`src/hdl/assert_macros.svh`:
```
// Assertion macros used by the controller of the translation buffer.
`ifndef ASSERT_MACROS_SVH
`define ASSERT_MACROS_SVH

// When cond holds at a clock edge, prop must hold at the same edge.
`define ASSERT_SAME(label, clk, rst_n, cond, prop) \
	label: assert property (@(posedge clk) disable iff (!(rst_n)) (cond) |-> (prop)) \
		else $error("assertion failed");

// When cond holds at a clock edge, prop must hold at the next edge.
`define ASSERT_NEXT(label, clk, rst_n, cond, prop) \
	label: assert property (@(posedge clk) disable iff (!(rst_n)) (cond) |=> (prop)) \
		else $error("assertion failed");

`endif

```
`src/hdl/tlbl_pkg.sv`:
```
// Package with the types, codes and defaults of the two-level translation buffer.
`default_nettype none

package tlbl_pkg;

	localparam int DEF_L1_ENTRIES   = 16;
	localparam int DEF_L2_ENTRIES   = 64;
	localparam int DEF_OFFSET_BITS  = 12;
	localparam int DEF_ADDRESS_BITS = 32;

	localparam int PPN_BITS   = 20;
	localparam int STAMP_BITS = 64;

	typedef enum logic [1:0] {
		OP_READ  = 2'd0,
		OP_WR    = 2'd1,
		OP_INV   = 2'd2,
		OP_FILL  = 2'd3
	} opcode_t;

	typedef enum logic [2:0] {
		KIND_XLATE = 3'd0,
		KIND_WALK  = 3'd1,
		KIND_WB    = 3'd2,
		KIND_INV   = 3'd3,
		KIND_IGN   = 3'd4
	} kind_t;

	typedef enum logic [1:0] {
		SRC_L1   = 2'd0,
		SRC_L2   = 2'd1,
		SRC_WALK = 2'd2
	} src_t;

	typedef enum logic [3:0] {
		ACT_NONE,
		ACT_LOAD,
		ACT_SCAN1,
		ACT_SCAN2,
		ACT_SCAN2V,
		ACT_L1_TOUCH,
		ACT_L1_INV,
		ACT_L1_INSTALL,
		ACT_L2_TOUCH,
		ACT_L2_INV,
		ACT_L2_FINSTALL,
		ACT_L2_VTOUCH,
		ACT_L2_VINSTALL,
		ACT_MISS
	} dp_act_t;

	typedef enum logic [2:0] {
		EMIT_NONE,
		EMIT_XL,
		EMIT_WALK,
		EMIT_WB,
		EMIT_INV,
		EMIT_IGN
	} emit_t;

	typedef struct packed {
		dp_act_t act;
		emit_t   emit;
	} cmd_t;

	typedef struct packed {
		opcode_t op;
		logic    fill_ok;
		logic    busy1;
		logic    busy2;
		logic    hit1;
		logic    free1;
		logic    hit2;
		logic    wb_needed;
		logic    out_free;
		logic    clearing;
	} sts_t;

	typedef enum logic [4:0] {
		S_CLEAR,
		S_IDLE,
		S_DISPATCH,
		S_W1,
		S_SCAN2,
		S_W2,
		S_E_WBF,
		S_SCAN1,
		S_L1_PLACE,
		S_W2V,
		S_E_WBV,
		S_L1_INST,
		S_E_XL,
		S_E_WALK,
		S_E_INV,
		S_E_IGN
	} state_t;

endpackage

`default_nettype wire

```
`src/hdl/tlbl_ctrl.sv`:
```
// Controller state machine that sequences searches, updates and result items.
`default_nettype none

`include "assert_macros.svh"

module tlbl_ctrl
	import tlbl_pkg::*;
(
	input  wire logic clk,
	input  wire logic arst_n,
	input  wire logic req_valid,
	output logic      req_stall,
	input  wire sts_t sts,
	output cmd_t      cmd
);

	state_t state_q;
	state_t state_d;

	// State register.
	always_ff @(posedge clk or negedge arst_n) begin
		if (!arst_n) begin
			state_q <= S_CLEAR;
		end else begin
			state_q <= state_d;
		end
	end

	// Next state and commands.
	always_comb begin
		state_d   = state_q;
		cmd.act   = ACT_NONE;
		cmd.emit  = EMIT_NONE;
		req_stall = 1'b1;
		unique case (state_q)
			S_CLEAR: begin
				if (!sts.clearing) begin
					state_d = S_IDLE;
				end
			end
			S_IDLE: begin
				req_stall = 1'b0;
				if (req_valid) begin
					cmd.act = ACT_LOAD;
					state_d = S_DISPATCH;
				end
			end
			S_DISPATCH: begin
				if (sts.op == OP_FILL) begin
					if (sts.fill_ok) begin
						cmd.act = ACT_SCAN2;
						state_d = S_W2;
					end else begin
						state_d = S_E_IGN;
					end
				end else begin
					cmd.act = ACT_SCAN1;
					state_d = S_W1;
				end
			end
			S_W1: begin
				if (!sts.busy1) begin
					unique case (sts.op) inside
						OP_READ, OP_WR: begin
							if (sts.hit1) begin
								cmd.act = ACT_L1_TOUCH;
								state_d = S_E_XL;
							end else begin
								cmd.act = ACT_SCAN2;
								state_d = S_W2;
							end
						end
						OP_INV: begin
							if (sts.hit1) begin
								cmd.act = ACT_L1_INV;
							end
							state_d = S_SCAN2;
						end
						OP_FILL: begin
							state_d = S_L1_PLACE;
						end
						default: begin
						end
					endcase
				end
			end
			S_SCAN2: begin
				cmd.act = ACT_SCAN2;
				state_d = S_W2;
			end
			S_W2: begin
				if (!sts.busy2) begin
					unique case (sts.op) inside
						OP_READ, OP_WR: begin
							if (sts.hit2) begin
								cmd.act = ACT_L2_TOUCH;
								state_d = S_L1_PLACE;
							end else begin
								cmd.act = ACT_MISS;
								state_d = S_E_WALK;
							end
						end
						OP_INV: begin
							if (sts.hit2) begin
								cmd.act = ACT_L2_INV;
							end
							state_d = S_E_INV;
						end
						OP_FILL: begin
							cmd.act = ACT_L2_FINSTALL;
							state_d = sts.wb_needed ? S_E_WBF : S_SCAN1;
						end
						default: begin
						end
					endcase
				end
			end
			S_E_WBF: begin
				if (sts.out_free) begin
					cmd.emit = EMIT_WB;
					state_d  = S_SCAN1;
				end
			end
			S_SCAN1: begin
				cmd.act = ACT_SCAN1;
				state_d = S_W1;
			end
			S_L1_PLACE: begin
				if (sts.free1) begin
					cmd.act = ACT_L1_INSTALL;
					state_d = S_E_XL;
				end else begin
					cmd.act = ACT_SCAN2V;
					state_d = S_W2V;
				end
			end
			S_W2V: begin
				if (!sts.busy2) begin
					if (sts.hit2) begin
						cmd.act = ACT_L2_VTOUCH;
						state_d = S_L1_INST;
					end else begin
						cmd.act = ACT_L2_VINSTALL;
						state_d = sts.wb_needed ? S_E_WBV : S_L1_INST;
					end
				end
			end
			S_E_WBV: begin
				if (sts.out_free) begin
					cmd.emit = EMIT_WB;
					state_d  = S_L1_INST;
				end
			end
			S_L1_INST: begin
				cmd.act = ACT_L1_INSTALL;
				state_d = S_E_XL;
			end
			S_E_XL: begin
				if (sts.out_free) begin
					cmd.emit = EMIT_XL;
					state_d  = S_IDLE;
				end
			end
			S_E_WALK: begin
				if (sts.out_free) begin
					cmd.emit = EMIT_WALK;
					state_d  = S_IDLE;
				end
			end
			S_E_INV: begin
				if (sts.out_free) begin
					cmd.emit = EMIT_INV;
					state_d  = S_IDLE;
				end
			end
			S_E_IGN: begin
				if (sts.out_free) begin
					cmd.emit = EMIT_IGN;
					state_d  = S_IDLE;
				end
			end
			default: begin
				state_d = S_IDLE;
			end
		endcase
	end

	// A result item is written only into a free result register.
	`ASSERT_SAME(a_emit_free, clk, arst_n, cmd.emit != EMIT_NONE, sts.out_free)
	// A search never starts while the same level is still searching.
	`ASSERT_SAME(a_scan1_idle, clk, arst_n, cmd.act == ACT_SCAN1, !sts.busy1)
	`ASSERT_SAME(a_scan2_idle, clk, arst_n,
		(cmd.act == ACT_SCAN2) || (cmd.act == ACT_SCAN2V), !sts.busy2)
	// Items are taken only after the clearing sweep has finished.
	`ASSERT_SAME(a_idle_cleared, clk, arst_n, state_q == S_IDLE, !sts.clearing)
	// A started search is reported busy in the following cycle.
	`ASSERT_NEXT(a_scan_busy, clk, arst_n, cmd.act == ACT_SCAN1, sts.busy1)

endmodule

`default_nettype wire
```
`config.mk`:
```
export PLATFORM = sky130hd
export DESIGN_NAME = tlbl_ctrl
export DESIGN_NICKNAME = d
export VERILOG_FILES = /design/src/hdl/tlbl_pkg.sv /design/src/hdl/tlbl_ctrl.sv
export VERILOG_INCLUDE_DIRS = /design/src /design/src/hdl
export SDC_FILE = /design/constraint.sdc
export NUM_CORES = 1
export LEC_CHECK = 0
export ABC_AREA = 1
export BUFFER_PORTS_ARGS = -buffer_cell sky130_fd_sc_hd__clkbuf_2
export CAP_MARGIN = 20
export CELL_PAD_IN_SITES_DETAIL_PLACEMENT = 0
export CELL_PAD_IN_SITES_GLOBAL_PLACEMENT = 2
export CORE_ASPECT_RATIO = 0.9
export CORE_MARGIN = 2
export CORE_UTILIZATION = 21
export DETAILED_ROUTE_END_ITERATION = 16
export PLACE_DENSITY = 0.72
export SYNTH_ARGS = -nofsm -noshare
export SYNTH_HDL_FRONTEND = slang
export SYNTH_SLANG_ARGS = --single-unit
```
`constraint.sdc`:
```
create_clock -name clk -period 1.2 [get_ports clk]
set_clock_uncertainty 0.05 [all_clocks]
set_input_delay 0.06 -clock clk [delete_from_list [all_inputs] [get_ports clk]]
set_output_delay 0.06 -clock clk [all_outputs]
set_load 0.01 [all_outputs]
```
==> Word-level counts from Yosys, hierarchy flattened <==
Cells that the tools add are included.
W data, S select, Z words.
{ "totals": {"input_bits": 14, "word_cells": 76, "ff_bits": 5} }
{ "op_classes": {"n_reduce_logical": 6, "muxes": 41, "eq_ne": 28} }
{ "op_table": {"columns": ["cell", "count"], "rows": [
  ["$pmux W5 S13", 1],
  ["$mux W5", 9],
  ["$eq A5 B4 Y1 const B", 8],
  ["$pmux W4 S9", 1],
  ["$pmux W5 S3", 2],
  ["$mux W3", 9],
  ["$mux W4", 6],
  ["$eq A5 B3 Y1 const B", 4],
  ["$pmux W3 S5", 1],
  ["$ne A2 B2 Y1 const B", 7],
  ["$pmux W4 S3", 1],
  ["$eq A5 B2 Y1 const B", 2],
  ["$reduce_and A10 Y1", 1],
  ["$mux W2", 4],
  ["$mux W1", 6],
  ["$pmux W3 S2", 1],
  ["$eq A5 B1 Y1 const B", 1],
  ["$logic_not A5 Y1", 1],
  ["$eq A2 B2 Y1 const B", 2],
  ["$ne A4 B3 Y1 const B", 1],
  ["$ne A4 B4 Y1 const B", 1],
  ["$reduce_or A2 Y1", 2],
  ["$reduce_or A4 Y1", 1],
  ["$eq A2 B1 Y1 const B", 1],
  ["other kinds (2)", 2]
]} }

==> Longest topological paths before layout <==
{ "depth": {"ltp_word": 5, "ltp_mapped": 9} }

==> Worst setup path after synthesis <==
OpenSTA, ideal clock, no wires.
{ "synth_path": {"path_kind": "reg2reg", "start": "register state_q[3]", "end": "register state_q[1]", "stages_incl_launch_ff": 10, "synth_period_minus_slack_ps": 1284, "slack_ps": -84, "t_arrival_ps": 1169, "path_cell_list": "dfrtp_1 inv_2 nor2_4 nand2_1 nand2_1 nand2_2 inv_2 nor2_1 nand3_1 nand2_1"} }
{ "synth_via": {"elab_chain_len": 4, "word_cells_on_any_way": 29, "cone_classes": "eq/ne (25); mux (1); reduce/logical (3)"} }
{ "synth_lines": {"columns": ["element", "line_no", "source"], "rows": [
  ["start, declared", "tlbl_ctrl.sv:17", "state_t state_q;"],
  ["start signal, assigned", "tlbl_ctrl.sv:25", "state_q <= state_d;"],
  ["$eq A5 B4 Y1", "tlbl_ctrl.sv:35", "unique case (state_q)"],
  ["$reduce_or A4 Y1 (no source line)", null, null],
  ["$ne A2 B1 Y1 (no source line)", null, null],
  ["$reduce_and A10 Y1 (no source line)", null, null]
]} }
Several ways; a longest one is shown, not always the timed one.
A chain may end at the register's enable or synchronous reset.

==> results <==
- The detailed router placed 1086 vias in this run.
- The number of slew-limit violations in the final report was 0.
- Once the floorplan was initialized, standard cells occupied between 20% and 30% of the core.
- The number of placed cells counting well taps is around 220.
- The initial antenna violation count is 0.
- The first-pass GRT wire length is between 4000 and 5000 µm.
- Summed over its instances, the top area cell type makes up 26.1% of the synthesized netlist area.
- Dividing the synthesized area by the synthesized cell count gives about 5 µm².
- The number of global-route vias before repair was 1042.
- Together, buffers and inverters on the worst path number 2.
- In the finished design, the share of the clock period the worst path needs comes to 132%.
- Data arrives at the worst endpoint at between 1000 and 1500 ps.
- VDD sags by at most 0.861 mV.
- The number of vias per cell is approximately 4.5.
- Cells with a size suffix above 1 make up between 50% and 60% of the layout.
- The post-detailed-route DRC marker count is 0.
- For the worst setup path, the data required time is 1090 ps.
- The type of the worst setup path is reg2out.
- The largest buffer count on any clock path is 2.
- In this run, CTS created clock tree buffers numbering 3.
- The dominant synthesized flop cell is sky130_fd_sc_hd__dfrtp_1.
- The CTS sink count is 4.
- Synthesis inferred 4 register bits.
- The routed wire length per instance is 11.8 µm.
- The most frequent cell after synthesis is sky130_fd_sc_hd__nand2_1.
- By count the netlist is led by sky130_fd_sc_hd__nand2_1 (49), sky130_fd_sc_hd__nor2_1 (22), sky130_fd_sc_hd__nand3_1 (17), sky130_fd_sc_hd__inv_1 (13), sky130_fd_sc_hd__o21ai_0 (7).
- The final reports fail on negative setup slack.
- The number of detailed-route iterations in the first pass is 4.
- The synthesized netlist devotes 0% of its cell area to XOR and XNOR gates.
- state_q holds more flip-flops than any other register.
- Counting every net in the synthesized netlist gives approximately 150.
- Yosys printed 0 warnings.
- For this run, the slowest stage of the critical path takes around 430 ps.
- The number of standard cells in the final layout excluding fillers is 240.
- The dominant combinational cell family by area after synthesis is simple AND/OR/NAND/NOR gates.
- The type of the worst min-delay path is in2async.
- In the synthesized netlist, the number of instances is 140.
- The number of flip-flops in the largest register is 4.
- On the final layout, the worst hold slack is ~130 ps.
- At the later pin of the worst-skew pair, clock insertion delay measures 220 ps.
- After global routing the overflow that remains totals 0.
- The mux cell area share after synthesis is 0%.
- In this run the clock root is driven by a sky130_fd_sc_hd__clkbuf_8.
- The placeable core area is 0.00314 mm².
- The overall die area is around 0.0038 mm².
- The number of antenna diodes in the final layout is 0.
- The number of buffers added on ports is 21.
- The static leakage power is 0.712 nW.
- The violation count after the first detailed-route iteration is 20.
- The fraction of the mapped netlist area in simple logic gates is between 60% and 70%.
- The setup slack of the most critical reg-to-reg path is -310 ps.
- Once detail routing completed, the nets flagged for antenna violations numbered 0.
- The chip height is slightly below 60 µm.
- Grouping stages by cell kind, the critical path spends the most delay in simple AND/OR/NAND/NOR gates.
- Across all setup checks in the final design, the least slack found is -379 ps.
- The worst setup timing slack at the placement stage is -285 ps.
- The setup-violating endpoint count in the final report is 12.
- Sequential elements use ~14% of the synthesized area.
- Setup repair after global routing could not meet its margin everywhere.
- Relative to the synthesized area, the layout overhead comes to 89.5%.
- The count of maximum capacitance violations is 0.
- The synthesized design spends more area on one cell type than any other, namely sky130_fd_sc_hd__nand2_1.
- Of the total synthesized cell area, the portion taken by full adders, half adders and majority gates is 0%.
- The type of element launching the critical path is a flop.
- After synthesis the cells add up to between 700 and 800 µm².
- The routed length on met2 is about 1300 µm.
- The number of distinct library cell variants in the gate-level netlist after synthesis is 19.
- Signal routing reaches up to met4.
- The horizontal extent of the die is roughly 65 µm.
- Summed over all nets, wire length on met3 after detailed routing comes to 55 µm.
- TritonCTS built the clock tree.
- The all-layer global routing usage is 16.0%.
- In the post-synthesis netlist, the biggest area contributors are sky130_fd_sc_hd__nand2_1 (26%), sky130_fd_sc_hd__dfrtp_1 (14%), sky130_fd_sc_hd__nand3_1 (12%).
- Once detailed placement completed, the half-perimeter wirelength came to 2210 µm.
- The power density relative to cell area is 2450 mW/mm².
- The count of standard-cell rows is 19.
- The hold violation count in the final report is 0.
- The final net count is between 200 and 250.
- The slowest stage cell on the critical path is sky130_fd_sc_hd__dfrtp_2.
- In this run the tightest slew margin relative to its limit is just over 80%.
- Entering global routing, the biggest net connects 8 pins.
- In the final layout, the registers with the most flip-flops are state_q x4.
- The number of synthesized flops with an enable pin is 0.
- The final critical delay including setup and external delays is 1580 ps.
- In this run the number of H-tree levels came out at 1.
- The share of the synthesized area in compound gates (AO/OA/AOI/OAI) is between 10 and 15%.
- The final layout contains routed wiring with a total length of 2840 µm.
- Derived from the worst setup path, the maximum achievable clock frequency is about 630 MHz.
- The largest fanout on the critical path is 4.
- The transition time at the pin with the least slew margin is 270 ps.
- The placer's final routability congestion estimate is between 0.8 and 0.9.
- The proportion of synthesized flip-flops having asynchronous set or reset is 100%.
- 22 I/O pins were placed.
- In the final routing, the length of wire on met1 measures approximately 1400 µm.
- The clock slew at the register clock pins of the worst setup and hold paths is about 30 ps.
- Traced cell by cell, the critical path runs through inv_2 > nand2_2 > nor3_4 > nand3_1 > o2111ai_1 > clkbuf_2.
- The run finished, with violations left.
- The kind of capture point of the worst setup path is a primary output.
## metrics by stage
step / setup TNS [ps] / utilization (%) / instance area, µm² / total power (W)
6_report: -3590 / 42.6 / 1340 / 0.00328
2_1_floorplan: -240 / - / 721 / 0.00143
3_5_place_dp: -2260 / 32.6 / 1020 / 0.00226
5_1_grt: -4740 / 42.6 / 1340 / 0.00360
3_3_place_gp: -2320 / 32.6 / 1020 / 0.00227
4_1_cts: -3820 / 38.8 / 1220 / 0.00296
## power breakdown
part / switching (W) / internal (W) / leakage (nW)
registers: 0.000129 / 0.000218 / 0.0452
logic: 0.00135 / 0.00130 / 0.645
clock network: 0.0000667 / 0.000214 / 0.0216
## per-layer routing
| layer | up-vias | track usage, % |
|---|---|---|
| li1 | 567 | - |
| met1 | 495 | 22.2 |
| met2 | 20 | 26.5 |
| met3 | 4 | 2.28 |
| met4 | 0 | 3.87 |
| met5 | - | 0 |
## logic make-up (layout without fill, tap and decap cells)
| group | Yosys count | count (layout) |
|---|---|---|
| AO/OA/AOI/OAI | 16 | 16 |
| buffers and inverters | 20 | 78 |
| flip-flops | 4 | 4 |
| AND/OR/NAND/NOR | 100 | 100 |
## repair_timing
item | CTS | global route
endpoints found under the hold margin | 4 | 0
pin swaps | 11 | 14
setup endpoints to repair | 12 | 12
hold buffers | 1 | 0
gates resized for setup | 21 | 32
buffers inserted | 10 | 5
## cell type report
class / count / area [µm²]
fill: 365 / 1800
tap: 42 / 52.6
sequential: 4 / 105
clock buffer: 3 / 41.3
inverter: 19 / 71.3
timing repair buffer: 56 / 423
multi-input combinational: 116 / 644
## layout by cell type (no fill, tap or decap), drive strengths merged
cell type,netlist,routed
o2111ai,1,1
dlygate4sd3,0,1
nand2,50,50
nand3,17,17
clkbuf,0,17
nand4,2,2
dfrtp,4,4
o21ai,9,9
nor2,26,26
or2,1,1
buf,1,41
a22oi,1,1
a21oi,5,5
nor3,4,4
inv,19,19
## worst paths after layout
check / from / to / depth (start not counted)
setup / recovery: state_q[3] / cmd[5] / 6
hold / removal: arst_n / state_q[0] / 2
setup reg to reg: state_q[3] / state_q[0] / 8
hold reg to reg: state_q[0] / state_q[0] / 2
max in group asynchronous: arst_n / state_q[1] / 2
min in group clk: sts[0] / state_q[2] / 4
Note: power is estimated with default switching activity, not from simulation.
